[src/hdl/lcm_pkg.sv]
// Shared types, mode codes and constant tables for the LED channel colour mixer.
// Used by lcm_chan_scale and led_channel_color_mixer; depends on nothing.
package lcm_pkg;

    typedef struct packed {
        logic       light_on;
        logic [3:0] mode;
        logic [7:0] level;
        logic [7:0] mode_arg;
    } cmd_t;

    typedef struct packed {
        logic [14:0] green_duty;
        logic [14:0] red_duty;
        logic [14:0] blue_duty;
    } result_t;

    localparam int DUTY_W   = 15;
    localparam int FACTOR_W = 9;     // 0..256, 256 passes the duty through

    localparam logic [3:0] MODE_GREEN = 4'd0;
    localparam logic [3:0] MODE_RED   = 4'd1;
    localparam logic [3:0] MODE_BLUE  = 4'd2;
    localparam logic [3:0] MODE_WHITE = 4'd3;
    localparam logic [3:0] MODE_BLEND = 4'd4;
    localparam logic [3:0] MODE_YELLOW = 4'd5;
    localparam logic [3:0] MODE_HUE   = 4'd6;
    localparam logic [3:0] MODE_CYAN  = 4'd7;
    localparam logic [3:0] MODE_CCT   = 4'd8;

    localparam logic [7:0] RAMP_TOP_LEVEL = 8'd149;
    localparam logic [8:0] K_PASS         = 9'd256;
    localparam logic [8:0] K_WHITE_GREEN  = 9'd105;
    localparam logic [8:0] K_YELLOW_GREEN = 9'd32;
    localparam logic [8:0] K_CYAN_GREEN   = 9'd128;
    localparam logic [7:0] HUE_SECTOR     = 8'd43;
    localparam logic [7:0] FULL8          = 8'd255;
    localparam logic [3:0] TEMP_LAST_IDX  = 4'd14;

    localparam logic [14:0] RAMP_TABLE [0:149] = '{
        15'd0, 15'd1, 15'd2, 15'd3, 15'd4, 15'd5, 15'd6, 15'd7, 15'd9, 15'd10,
        15'd12, 15'd14, 15'd17, 15'd19, 15'd22, 15'd25, 15'd28, 15'd32, 15'd36, 15'd41,
        15'd45, 15'd50, 15'd56, 15'd62, 15'd69, 15'd76, 15'd84, 15'd92, 15'd101, 15'd110,
        15'd121, 15'd132, 15'd143, 15'd156, 15'd169, 15'd184, 15'd199, 15'd215, 15'd232,
        15'd251, 15'd270, 15'd291, 15'd313, 15'd336, 15'd360, 15'd386, 15'd414, 15'd442,
        15'd473, 15'd505, 15'd539, 15'd574, 15'd612, 15'd651, 15'd693, 15'd736, 15'd782,
        15'd829, 15'd880, 15'd932, 15'd987, 15'd1045, 15'd1105, 15'd1168, 15'd1233,
        15'd1302, 15'd1374, 15'd1449, 15'd1527, 15'd1608, 15'd1693, 15'd1781, 15'd1873,
        15'd1969, 15'd2068, 15'd2172, 15'd2279, 15'd2391, 15'd2507, 15'd2628, 15'd2753,
        15'd2883, 15'd3018, 15'd3158, 15'd3303, 15'd3454, 15'd3609, 15'd3771, 15'd3938,
        15'd4111, 15'd4289, 15'd4475, 15'd4666, 15'd4864, 15'd5068, 15'd5280, 15'd5498,
        15'd5724, 15'd5957, 15'd6197, 15'd6445, 15'd6701, 15'd6965, 15'd7237, 15'd7518,
        15'd7808, 15'd8106, 15'd8413, 15'd8730, 15'd9056, 15'd9392, 15'd9737, 15'd10093,
        15'd10459, 15'd10835, 15'd11223, 15'd11621, 15'd12031, 15'd12452, 15'd12884,
        15'd13329, 15'd13786, 15'd14255, 15'd14737, 15'd15232, 15'd15741, 15'd16262,
        15'd16798, 15'd17347, 15'd17911, 15'd18489, 15'd19082, 15'd19691, 15'd20314,
        15'd20954, 15'd21609, 15'd22281, 15'd22969, 15'd23674, 15'd24397, 15'd25137,
        15'd25895, 15'd26671, 15'd27465, 15'd28279, 15'd29111, 15'd29963, 15'd30835,
        15'd31727, 15'd32640
    };

    // Colour temperature ratios, warm to daylight
    localparam logic [7:0] TEMP_RED [0:15] = '{
        8'd255, 8'd255, 8'd255, 8'd255, 8'd255, 8'd255, 8'd255, 8'd255,
        8'd255, 8'd255, 8'd255, 8'd255, 8'd255, 8'd255, 8'd255, 8'd255
    };
    localparam logic [7:0] TEMP_GREEN [0:15] = '{
        8'd37, 8'd40, 8'd43, 8'd45, 8'd47, 8'd49, 8'd51, 8'd53,
        8'd55, 8'd56, 8'd57, 8'd58, 8'd59, 8'd60, 8'd61, 8'd62
    };
    localparam logic [7:0] TEMP_BLUE [0:15] = '{
        8'd25, 8'd33, 8'd42, 8'd51, 8'd60, 8'd69, 8'd79, 8'd88,
        8'd97, 8'd106, 8'd114, 8'd123, 8'd131, 8'd139, 8'd146, 8'd153
    };

    // a + ((b - a) * frac) >> 8, with a negative step taken as zero
    function automatic logic [7:0] lerp8(input logic [7:0] a, input logic [7:0] b,
                                         input logic [7:0] frac);
        logic [7:0]  d;
        logic [15:0] p;
        d = (b >= a) ? 8'(b - a) : 8'd0;
        p = 16'(d) * 16'(frac);
        return 8'(a + p[15:8]);
    endfunction

    // 255 - ((255 * x) >> 8)
    function automatic logic [7:0] inv_scale(input logic [7:0] x);
        logic [15:0] p;
        p = 16'(x) * 16'(FULL8);
        return 8'(FULL8 - p[15:8]);
    endfunction

endpackage

[src/hdl/lcm_chan_scale.sv]
// One registered duty scaling stage: duty * factor / 256, truncated.
// Depends on lcm_pkg for widths.
module lcm_chan_scale (
    input  logic                          clk,
    input  logic [lcm_pkg::DUTY_W-1:0]    duty,
    input  logic [lcm_pkg::FACTOR_W-1:0]  factor,
    output logic [lcm_pkg::DUTY_W-1:0]    scaled
);

    localparam int PROD_W = lcm_pkg::DUTY_W + lcm_pkg::FACTOR_W;

    logic [PROD_W-1:0]         prod;
    logic [lcm_pkg::DUTY_W-1:0] scaled_reg;

    assign prod = PROD_W'(duty) * PROD_W'(factor);

    // factor never exceeds 256, so the product fits after the shift
    always_ff @(posedge clk)
    begin
        scaled_reg <= prod[lcm_pkg::DUTY_W+7:8];
    end

    assign scaled = scaled_reg;

endmodule

[src/hdl/led_channel_color_mixer.sv]
// Top level of the LED channel colour mixer: ramp lookup, mode decode,
// per-channel scaling. Depends on lcm_pkg and lcm_chan_scale.
//
//  channel  | handshake                  | payload
//  ---------+----------------------------+------------------------------
//  command  | start in, busy out         | cmd    (lcm_pkg::cmd_t)
//  result   | result_valid strobe out    | result (lcm_pkg::result_t)
//
// Four register stages: ramp lookup and hue/temperature decode, channel
// factor selection, duty multiply, hue green trim. An accepted transaction
// passes through these stages in order and appears on result with
// result_valid; one is taken every cycle.
// busy stays low: the pipeline never stalls, as the receiver takes every
// result. Reset clears the stage valid bits only.
module led_channel_color_mixer (
    input  logic                clk,
    input  logic                rst_n,
    input  logic                start,
    output logic                busy,
    input  lcm_pkg::cmd_t       cmd,
    output logic                result_valid,
    output lcm_pkg::result_t    result
);

    // stage 1: lookup and decode
    logic        s1_valid_reg;
    logic        s1_on_reg;
    logic [3:0]  s1_mode_reg;
    logic [7:0]  s1_arg_reg;
    logic [14:0] s1_br_reg,     s1_br_next;
    logic [2:0]  s1_sector_reg, s1_sector_next;
    logic [7:0]  s1_rem_reg,    s1_rem_next;
    logic [3:0]  s1_idx_reg,    s1_idx_next;
    logic [7:0]  s1_frac_reg,   s1_frac_next;

    // stage 2: channel factors
    logic        s2_valid_reg;
    logic        s2_hue_reg;
    logic [14:0] s2_br_reg;
    logic [8:0]  s2_kg_reg, s2_kg_next;
    logic [8:0]  s2_kr_reg, s2_kr_next;
    logic [8:0]  s2_kb_reg, s2_kb_next;

    // stage 3: scaled duties
    logic        s3_valid_reg;
    logic        s3_hue_reg;
    logic [14:0] s3_g, s3_r, s3_b;

    // stage 4: output
    logic        s4_valid_reg;
    logic [14:0] s4_r_reg, s4_b_reg;
    logic [14:0] s4_g;
    logic [8:0]  green_trim;

    logic        accept;
    logic [7:0]  level_sat;
    logic [7:0]  hue_base;
    logic [7:0]  hue_diff;
    logic [11:0] cct_pos;
    logic [7:0]  kq, kt;
    logic [3:0]  idx_hi;
    logic [8:0]  cct_r, cct_g, cct_b;

    assign busy   = 1'b0;
    assign accept = start && !busy;

    // ---- stage 1 ----
    always_comb
    begin
        level_sat  = (cmd.level > lcm_pkg::RAMP_TOP_LEVEL) ? lcm_pkg::RAMP_TOP_LEVEL
                                                            : cmd.level;
        s1_br_next = lcm_pkg::RAMP_TABLE[level_sat];

        priority if (cmd.mode_arg < 8'd43)
        begin
            s1_sector_next = 3'd0;
            hue_base       = 8'd0;
        end
        else if (cmd.mode_arg < 8'd86)
        begin
            s1_sector_next = 3'd1;
            hue_base       = lcm_pkg::HUE_SECTOR;
        end
        else if (cmd.mode_arg < 8'd129)
        begin
            s1_sector_next = 3'd2;
            hue_base       = 8'd86;
        end
        else if (cmd.mode_arg < 8'd172)
        begin
            s1_sector_next = 3'd3;
            hue_base       = 8'd129;
        end
        else if (cmd.mode_arg < 8'd215)
        begin
            s1_sector_next = 3'd4;
            hue_base       = 8'd172;
        end
        else
        begin
            s1_sector_next = 3'd5;
            hue_base       = 8'd215;
        end
        hue_diff    = 8'(cmd.mode_arg - hue_base);
        s1_rem_next = 8'(hue_diff * 8'd6);

        // position = arg * 15; high nibble indexes, low byte interpolates
        cct_pos = 12'({cmd.mode_arg, 4'b0000}) - 12'(cmd.mode_arg);
        if (cct_pos[11:8] > lcm_pkg::TEMP_LAST_IDX)
        begin
            s1_idx_next  = lcm_pkg::TEMP_LAST_IDX;
            s1_frac_next = lcm_pkg::FULL8;
        end
        else
        begin
            s1_idx_next  = cct_pos[11:8];
            s1_frac_next = cct_pos[7:0];
        end
    end

    // ---- stage 2 ----
    always_comb
    begin
        kq     = lcm_pkg::inv_scale(s1_rem_reg);
        kt     = lcm_pkg::inv_scale(8'(lcm_pkg::FULL8 - s1_rem_reg));
        idx_hi = 4'(s1_idx_reg + 4'd1);
        cct_r  = 9'(lcm_pkg::lerp8(lcm_pkg::TEMP_RED[s1_idx_reg],
                                   lcm_pkg::TEMP_RED[idx_hi], s1_frac_reg));
        cct_g  = 9'(lcm_pkg::lerp8(lcm_pkg::TEMP_GREEN[s1_idx_reg],
                                   lcm_pkg::TEMP_GREEN[idx_hi], s1_frac_reg));
        cct_b  = 9'(lcm_pkg::lerp8(lcm_pkg::TEMP_BLUE[s1_idx_reg],
                                   lcm_pkg::TEMP_BLUE[idx_hi], s1_frac_reg));

        s2_kg_next = '0;
        s2_kr_next = '0;
        s2_kb_next = '0;
        if (s1_on_reg)
        begin
            unique case (s1_mode_reg)
                lcm_pkg::MODE_GREEN:  s2_kg_next = lcm_pkg::K_PASS;
                lcm_pkg::MODE_RED:    s2_kr_next = lcm_pkg::K_PASS;
                lcm_pkg::MODE_BLUE:   s2_kb_next = lcm_pkg::K_PASS;
                lcm_pkg::MODE_WHITE:
                begin
                    s2_kg_next = lcm_pkg::K_WHITE_GREEN;
                    s2_kr_next = lcm_pkg::K_PASS;
                    s2_kb_next = lcm_pkg::K_PASS;
                end
                lcm_pkg::MODE_BLEND:
                begin
                    s2_kr_next = 9'(lcm_pkg::FULL8 - s1_arg_reg);
                    s2_kb_next = 9'(s1_arg_reg);
                end
                lcm_pkg::MODE_YELLOW:
                begin
                    s2_kg_next = lcm_pkg::K_YELLOW_GREEN;
                    s2_kr_next = lcm_pkg::K_PASS;
                end
                lcm_pkg::MODE_HUE:
                begin
                    // full saturation: one channel full, one ramps, one off
                    unique case (s1_sector_reg)
                        3'd0:
                        begin
                            s2_kr_next = lcm_pkg::K_PASS;
                            s2_kg_next = 9'(kt);
                        end
                        3'd1:
                        begin
                            s2_kr_next = 9'(kq);
                            s2_kg_next = lcm_pkg::K_PASS;
                        end
                        3'd2:
                        begin
                            s2_kg_next = lcm_pkg::K_PASS;
                            s2_kb_next = 9'(kt);
                        end
                        3'd3:
                        begin
                            s2_kg_next = 9'(kq);
                            s2_kb_next = lcm_pkg::K_PASS;
                        end
                        3'd4:
                        begin
                            s2_kr_next = 9'(kt);
                            s2_kb_next = lcm_pkg::K_PASS;
                        end
                        default:
                        begin
                            s2_kr_next = lcm_pkg::K_PASS;
                            s2_kb_next = 9'(kq);
                        end
                    endcase
                end
                lcm_pkg::MODE_CYAN:
                begin
                    s2_kg_next = lcm_pkg::K_CYAN_GREEN;
                    s2_kb_next = lcm_pkg::K_PASS;
                end
                lcm_pkg::MODE_CCT:
                begin
                    s2_kr_next = cct_r;
                    s2_kg_next = cct_g;
                    s2_kb_next = cct_b;
                end
                default:
                begin
                    s2_kg_next = '0;
                end
            endcase
        end
    end

    // ---- stage 3: duty multiply ----
    lcm_chan_scale u_scale_g (.clk(clk), .duty(s2_br_reg), .factor(s2_kg_reg), .scaled(s3_g));
    lcm_chan_scale u_scale_r (.clk(clk), .duty(s2_br_reg), .factor(s2_kr_reg), .scaled(s3_r));
    lcm_chan_scale u_scale_b (.clk(clk), .duty(s2_br_reg), .factor(s2_kb_reg), .scaled(s3_b));

    // ---- stage 4: trim green in hue mode to balance its emitters ----
    assign green_trim = s3_hue_reg ? lcm_pkg::K_WHITE_GREEN : lcm_pkg::K_PASS;

    lcm_chan_scale u_trim_g (.clk(clk), .duty(s3_g), .factor(green_trim), .scaled(s4_g));

    // valid bits travel with the data
    always_ff @(posedge clk or negedge rst_n)
    begin
        if (!rst_n)
        begin
            s1_valid_reg <= 1'b0;
            s2_valid_reg <= 1'b0;
            s3_valid_reg <= 1'b0;
            s4_valid_reg <= 1'b0;
        end
        else
        begin
            s1_valid_reg <= accept;
            s2_valid_reg <= s1_valid_reg;
            s3_valid_reg <= s2_valid_reg;
            s4_valid_reg <= s3_valid_reg;
        end
    end

    always_ff @(posedge clk)
    begin
        s1_on_reg     <= cmd.light_on;
        s1_mode_reg   <= cmd.mode;
        s1_arg_reg    <= cmd.mode_arg;
        s1_br_reg     <= s1_br_next;
        s1_sector_reg <= s1_sector_next;
        s1_rem_reg    <= s1_rem_next;
        s1_idx_reg    <= s1_idx_next;
        s1_frac_reg   <= s1_frac_next;

        s2_br_reg     <= s1_br_reg;
        s2_hue_reg    <= (s1_mode_reg == lcm_pkg::MODE_HUE);
        s2_kg_reg     <= s2_kg_next;
        s2_kr_reg     <= s2_kr_next;
        s2_kb_reg     <= s2_kb_next;

        s3_hue_reg    <= s2_hue_reg;

        s4_r_reg      <= s3_r;
        s4_b_reg      <= s3_b;
    end

    assign result_valid      = s4_valid_reg;
    assign result.green_duty = s4_g;
    assign result.red_duty   = s4_r_reg;
    assign result.blue_duty  = s4_b_reg;

endmodule
[config.mk]
export PLATFORM = sky130hd
export DESIGN_NAME = led_channel_color_mixer
export DESIGN_NICKNAME = d
export VERILOG_FILES = /design/src/hdl/lcm_pkg.sv /design/src/hdl/lcm_chan_scale.sv /design/src/hdl/led_channel_color_mixer.sv
export SDC_FILE = /design/constraint.sdc
export NUM_CORES = 2
export LEC_CHECK = 0
export BUFFER_PORTS_ARGS = -buffer_cell sky130_fd_sc_hd__buf_2
export CORE_ASPECT_RATIO = 2
export CORE_MARGIN = 2
export CORE_UTILIZATION = 55
export DETAILED_ROUTE_END_ITERATION = 16
export PLACE_DENSITY_LB_ADDON = 0.08
export SLEW_MARGIN = 40
export SYNTH_ARGS = -nofsm -noshare
export SYNTH_HDL_FRONTEND = slang
export SYNTH_SLANG_ARGS = --single-unit
export TNS_END_PERCENT = 5
[constraint.sdc]
create_clock -name clk -period 15 [get_ports clk]
set_input_delay 2.25 -clock clk [delete_from_list [all_inputs] [get_ports clk]]
set_output_delay 2.25 -clock clk [all_outputs]
set_load 0.03 [all_outputs]
After elaboration in Yosys (flattened, before gate mapping)
Memories as Yosys holds them, arrays and structs flattened. A register that Yosys moved wholly into a read port is not among the register bits.
Cells that the tools add are included.

word-level totals
  register bits = 173
  memory bits (read-only) = 4608
  input bits = 24
  output and inout port bits = 47
  word-level logic and storage cells = 124
  memories = 7

memory list
  memory           depth  bits a word  read ports  clocked after Yosys merged registers in  write ports  RTL line                        text
  (no name shown)  256    15           1           1                                        0            led_channel_color_mixer.sv:72   s1_br_next = lcm_pkg::RAMP_TABLE[level_sat];
  (no name shown)  16     8            1           0                                        0            led_channel_color_mixer.sv:132  lcm_pkg::TEMP_BLUE[idx_hi], s1_frac_reg));
  (no name shown)  16     8            1           0                                        0            led_channel_color_mixer.sv:131  cct_b = 9'(lcm_pkg::lerp8(lcm_pkg::TEMP_BLUE[s1_idx_reg],
  (no name shown)  16     8            1           0                                        0            led_channel_color_mixer.sv:130  lcm_pkg::TEMP_GREEN[idx_hi], s1_frac_reg));
  (no name shown)  16     8            1           0                                        0            led_channel_color_mixer.sv:129  cct_g = 9'(lcm_pkg::lerp8(lcm_pkg::TEMP_GREEN[s1_idx_reg],
  (no name shown)  16     8            1           0                                        0            led_channel_color_mixer.sv:128  lcm_pkg::TEMP_RED[idx_hi], s1_frac_reg));
  1 more memories  n/a    n/a          n/a         n/a                                      n/a          n/a

operators by class
  $add $sub $neg = 13
  multiply operators = 10
  order comparisons = 12
  equality and inequality tests = 12
  muxes and demuxes = 32
  bitwise logic cells = 3
  reductions and logical operators = 10

operators with widths
  kind                  number
  $mux 8                19
  $mul 15x9->23         4
  $pmux 9 s3            3
  $pmux 9 s4            2
  $pmux 9 s6            1
  $mul 8x8->16          3
  $sub 8x8->8           4
  $add 8x8->8           3
  $ge 8x8->1            3
  $lt 8x8->1 const B    3
  $sub 8x8->8 const A   3
  $eq 4x3->1 const B    4
  $mul 8x8->16 const B  1
  $mul 7x8->15 const B  1
  $mux 7                2
  $sub 12x8->12         1
  $ge 5x5->1 const B    2
  $not 4->5             2
  $reduce_or 2->1       5
  $mux 9                1
  $not 8->9             1
  $sub 8x8->9 const A   1
  $eq 4x2->1 const B    2
  $gt 8x8->1 const B    1
  16 further kinds      20

Longest topological paths before layout
  word-level depth = 10
  gate-level depth with buffers = 40
  mapped depth without buffers = 40

Hierarchy
Synthesis repeated with hierarchy kept, for this count alone.

unflattened totals
  cell total of the unflattened synthesis = 3815
  area total of the unflattened synthesis = 32567.5 um^2

by module, submodules not included
  module                          instances  cells an instance  area an instance (um^2)  sequential area each (um^2)
  led_channel_color_mixer         1          1869               15313.4                  2582.5
  lcm_chan_scale (u_scale_g ...)  2          486                4279.1                   300.3
  lcm_chan_scale (u_scale_b)      1          485                4352.9                   300.3
  lcm_chan_scale (u_trim_g)       1          489                4342.9                   300.3

Worst setup path after synthesis
Ideal clock, no wire load.

  kind = register to register
  from = register s1_idx_reg[0]
  to = register s2_kg_reg[7]
  setup time = 0.079 ns
  arrival = 8.738 ns
  required time = 14.921 ns
  path slack = 6.183 ns
  cell stages (with the launch flop) = 38
  path buffers = 1
  period minus slack after synthesis = 8.817 ns
  cell sequence = dfxtp_1 clkbuf_1 inv_1 ha_1 inv_1 nor2_1 a31oi_1 inv_1 ha_1 nor2b_1 o21ai_0 nand2b_1 fa_1 a31oi_1 nor2_1 and2_1 fa_1 inv_1 [... 2 more ...] fa_1 inv_1 ha_1 and4_1 and4_1 a221o_1 o21a_1 o21a_1 or2_2 xor2_1 ha_1 inv_1 o21bai_1 a21oi_1 a311o_1 a21oi_1 or4_1 o211ai_1

between the ends
  word-level cells in the longest chain between the ends = 10
  elaborated cells on any way between the ends = 15
  classes of those cells = add/sub (3); mul (1); order compare (1); mux (6); bitwise (2); memory (2)

ends and longest elaborated chain
  item                                       RTL line                        text
  start: declaration                         led_channel_color_mixer.sv:33   logic [3:0] s1_idx_reg, s1_idx_next;
  start signal: assignment                   led_channel_color_mixer.sv:251  s1_idx_reg <= s1_idx_next;
  $add 4x1->4                                led_channel_color_mixer.sv:126  idx_hi = 4'(s1_idx_reg + 4'd1);
  $not 4->5 (not written as such)            led_channel_color_mixer.sv:130
  $mem_v2 16x8                               n/a
  $mux 8 (not written as such) (2 in a row)  led_channel_color_mixer.sv:130
  $sub 8x8->8 or $ge 8x8->1 (tied branches)  lcm_pkg.sv:81                   d = (b >= a) ? 8'(b - a) : 8'd0;
  $mux 8                                     lcm_pkg.sv:81
  $mul 8x8->16                               lcm_pkg.sv:82                   p = 16'(d) * 16'(frac);
  $add 8x8->8 *                              lcm_pkg.sv:83                   return 8'(a + p[15:8]);
  $pmux 9 s6 *                               led_channel_color_mixer.sv:139  unique case (s1_mode_reg)
  end signal: assignment                     led_channel_color_mixer.sv:256  s2_kg_reg <= s2_kg_next;
  end: declaration                           led_channel_color_mixer.sv:40   logic [8:0] s2_kg_reg, s2_kg_next;

Mark *: on every way between the ends. The rest lies on a longest branch, timed or not. The select of a mux whose other input is x is not followed.
A chain may end at the register's enable or synchronous reset.

Worst setup path in the final report
Same ends and word-level chain as after synthesis.

==> results by group <==
Route
  • Final ANT Viol Nets: 0
  • Final wirelength: around 82000 µm
  • DRC: 0
  • Vias per cell: slightly below 6
  • Vias: 24000
  • Drt wl/cell: between 15 and 20 µm
  • Number of DRC markers in iteration 0: about 1400
  • DRT Pass-1 Iters: 6

Clock tree
  • CTS Hold Buffers Added: 0
  • Root buffer cell: clkbuf_16
  • CTS tree: yes
  • Clock buffer count from CTS: 17
  • CTS Sinks: approximately 190
  • Clk slew on worst S/H paths: 90 ps
  • Worst-Skew Late Latency: about 470 ps
  • Post-CTS setup repair buffer count: 0
  • Clock buffer depth: 2
  • Post-CTS resize count: 0
  • CTS H-tree depth: 4

GRT
  • Total track usage: 30.0%
  • Overflow after GRT: 0
  • First-pass GRT wire length: about 130000 µm
  • Largest net degree at the start of global routing: between 50 and 60
  • Initial antenna violation count: 0
  • Number of global-route vias before repair: approximately 26000

Die
  • Initial Util: between 50% and 60%
  • Core region area: roughly 53000 µm²
  • Row count: 120
  • Die area: 56100 µm²
  • Die height: 333 µm
  • # IOs: 71
  • Die X-Extent: 169 µm

Synth
  • Largest cells by area after synthesis: fa_1, ha_1, dfxtp_1, inv_1, and2_1
  • Post-synth top cells: inv_1, fa_1, nand2_1
  • Async SR Flop Fraction: 2.13%
  • Count of state elements after synthesis: roughly 190
  • Synth Warn #: 0
  • Synth Flop Type: dfxtp_1
  • Post-synth top area share: 28.4%
  • Library cells used by synthesis: 90
  • EDFF count, synth: 0
  • Syn avg cell area: 8.56 µm²
  • Seq/Total Area, Yosys: roughly an eighth
  • Cell with the most instances after synthesis: inv_1
  • Mapped cell area: approximately 30000 µm²
  • Post-Syn Instances: around 3500
  • Largest area contributor in the netlist: fa_1

STA
  • Crit path time final: between 10000 and 15000 ps
  • Count of final setup violators: 0
  • Hold Vio Cnt, Final: 0
  • Slew @ Worst Pin: ~890 ps
  • Setup TNS: 0 ps
  • Final Skew: between 15 and 20 ps
  • Period utilization: about two thirds
  • Max-slew headroom: 40.3%
  • Max Slew Vio Count: 0
  • Achievable Freq: 0.0972 GHz
  • RSZ-0062 raised after global routing: no
  • WHS: between 300 and 400 ps

Setup path
  • Req. time, crit path: between 15000 and 20000 ps
  • Critical Path Start Type: flip-flop
  • CP max stage cell: dfxtp_1
  • Crit Path Class: flip-flop to flip-flop
  • Worst Path Arrival: between 10000 and 15000 ps
  • Critical path's largest stage delay: around 600 ps
  • Worst Setup End Kind: flip-flop
  • Worst-path maximum fanout: 11

Placed design
  • DP Area: 30600 µm²
  • Gpl congestion: 0.997
  • DPL Wire Length: 64600 µm
  • Buffers on Ports: 69

Outcome
  • Outcome: complete, no violations

Cells and area
  • Final nets: ~4300
  • ANT cells: 0
  • Layout cells sized above 1: under 10%
  • Synth-to-layout area growth: 4.86%
  • Design area: between 30000 and 40000 µm²

Run
  • Max cap viols: 0

Worst hold path
  • Min-Delay Path Class: flip-flop to flip-flop
-- cells in the final DEF (no fill, tap or decap), types with 16 or more instances in the layout --
cell type    n
nor2_1     169
ha_1       381
buf_4       31
a21o_1      32
nor2b_1     40
a21oi_1    144
o21a_1      25
o211ai_1    23
xor2_1      40
nand3_1     40
buf_2       69
dfxtp_1    183
xnor2_1     87
nand2_1    411
a31oi_1     21
clkbuf_16   17
a211oi_1    21
and3_1      16
and2_1     269
o21ai_0    135
inv_1      547
nand2b_1    25
fa_1       422
nor3_1      48
-- kinds of logic after synthesis --
logic type	after synthesis	synth area share [%]
AND/OR/NAND/NOR	1093	18.0
adder cells (fa/ha/maj)	804	44.4
buffers and inverters	711	9.00
AO/OA/AOI/OAI	543	11.7
flip-flops	188	12.7
XOR/XNOR	130	3.88
multiplexers	8	0.319
other	1	0.0126
-- critical path, delay by kind of cell, from the launching register on --
family,cells,cell delay (ps)
AOI/OAI and AO/OA,11,2730
xor gates and xnor gates,2,350
adders and majority gates,10,4200
buffers and inverters,4,330
DFF,1,610
and+or+nand+nor,8,1990
-- path summary, 6_finish.rpt --
check                                     start           end  cells past startpoint  slack (ps)
max                               s1_idx_reg[0]  s2_kg_reg[7]                     35        4710
min in group asynchronous                 rst_n  s1_valid_reg                      1        1560
min                        u_scale_b.scaled[12]  s4_b_reg[12]                      0         330
max in group asynchronous                 rst_n  result_valid                      1       13330
min reg2reg                u_scale_b.scaled[12]  s4_b_reg[12]                      0         330
max reg2reg                       s1_idx_reg[0]  s2_kg_reg[7]                     35        4710
-- routing by layer --
metal	track usage, %	up-vias	wire length [µm]
met5	0	-	0
met4	17.1	0	4750
met3	2.49	262	3040
met2	59.0	747	45700
met1	30.4	11900	28100
li1	-	11100	-
-- per-stage QoR --
step	worst slack, ps	std cells	utilization (%)
2_1_floorplan	6180	3479	-
3_3_place_gp	5010	4088	57.2
3_5_place_dp	4680	4088	57.3
4_1_cts	4640	4120	58.3
5_1_grt	4220	4120	58.4
6_report	4710	4120	58.4
-- area by class of cell --
cell class	instances	area, µm²
clock buffer	20	447
multi-input combinational	2580	23400
fill	4862	22200
timing repair buffer	100	578
tap	671	840
clock inverter	12	128
inverter	549	2060
sequential	188	3780
Power is not shown: default switching activity piles up to over one toggle a cycle in this logic, so the estimate is an artifact.
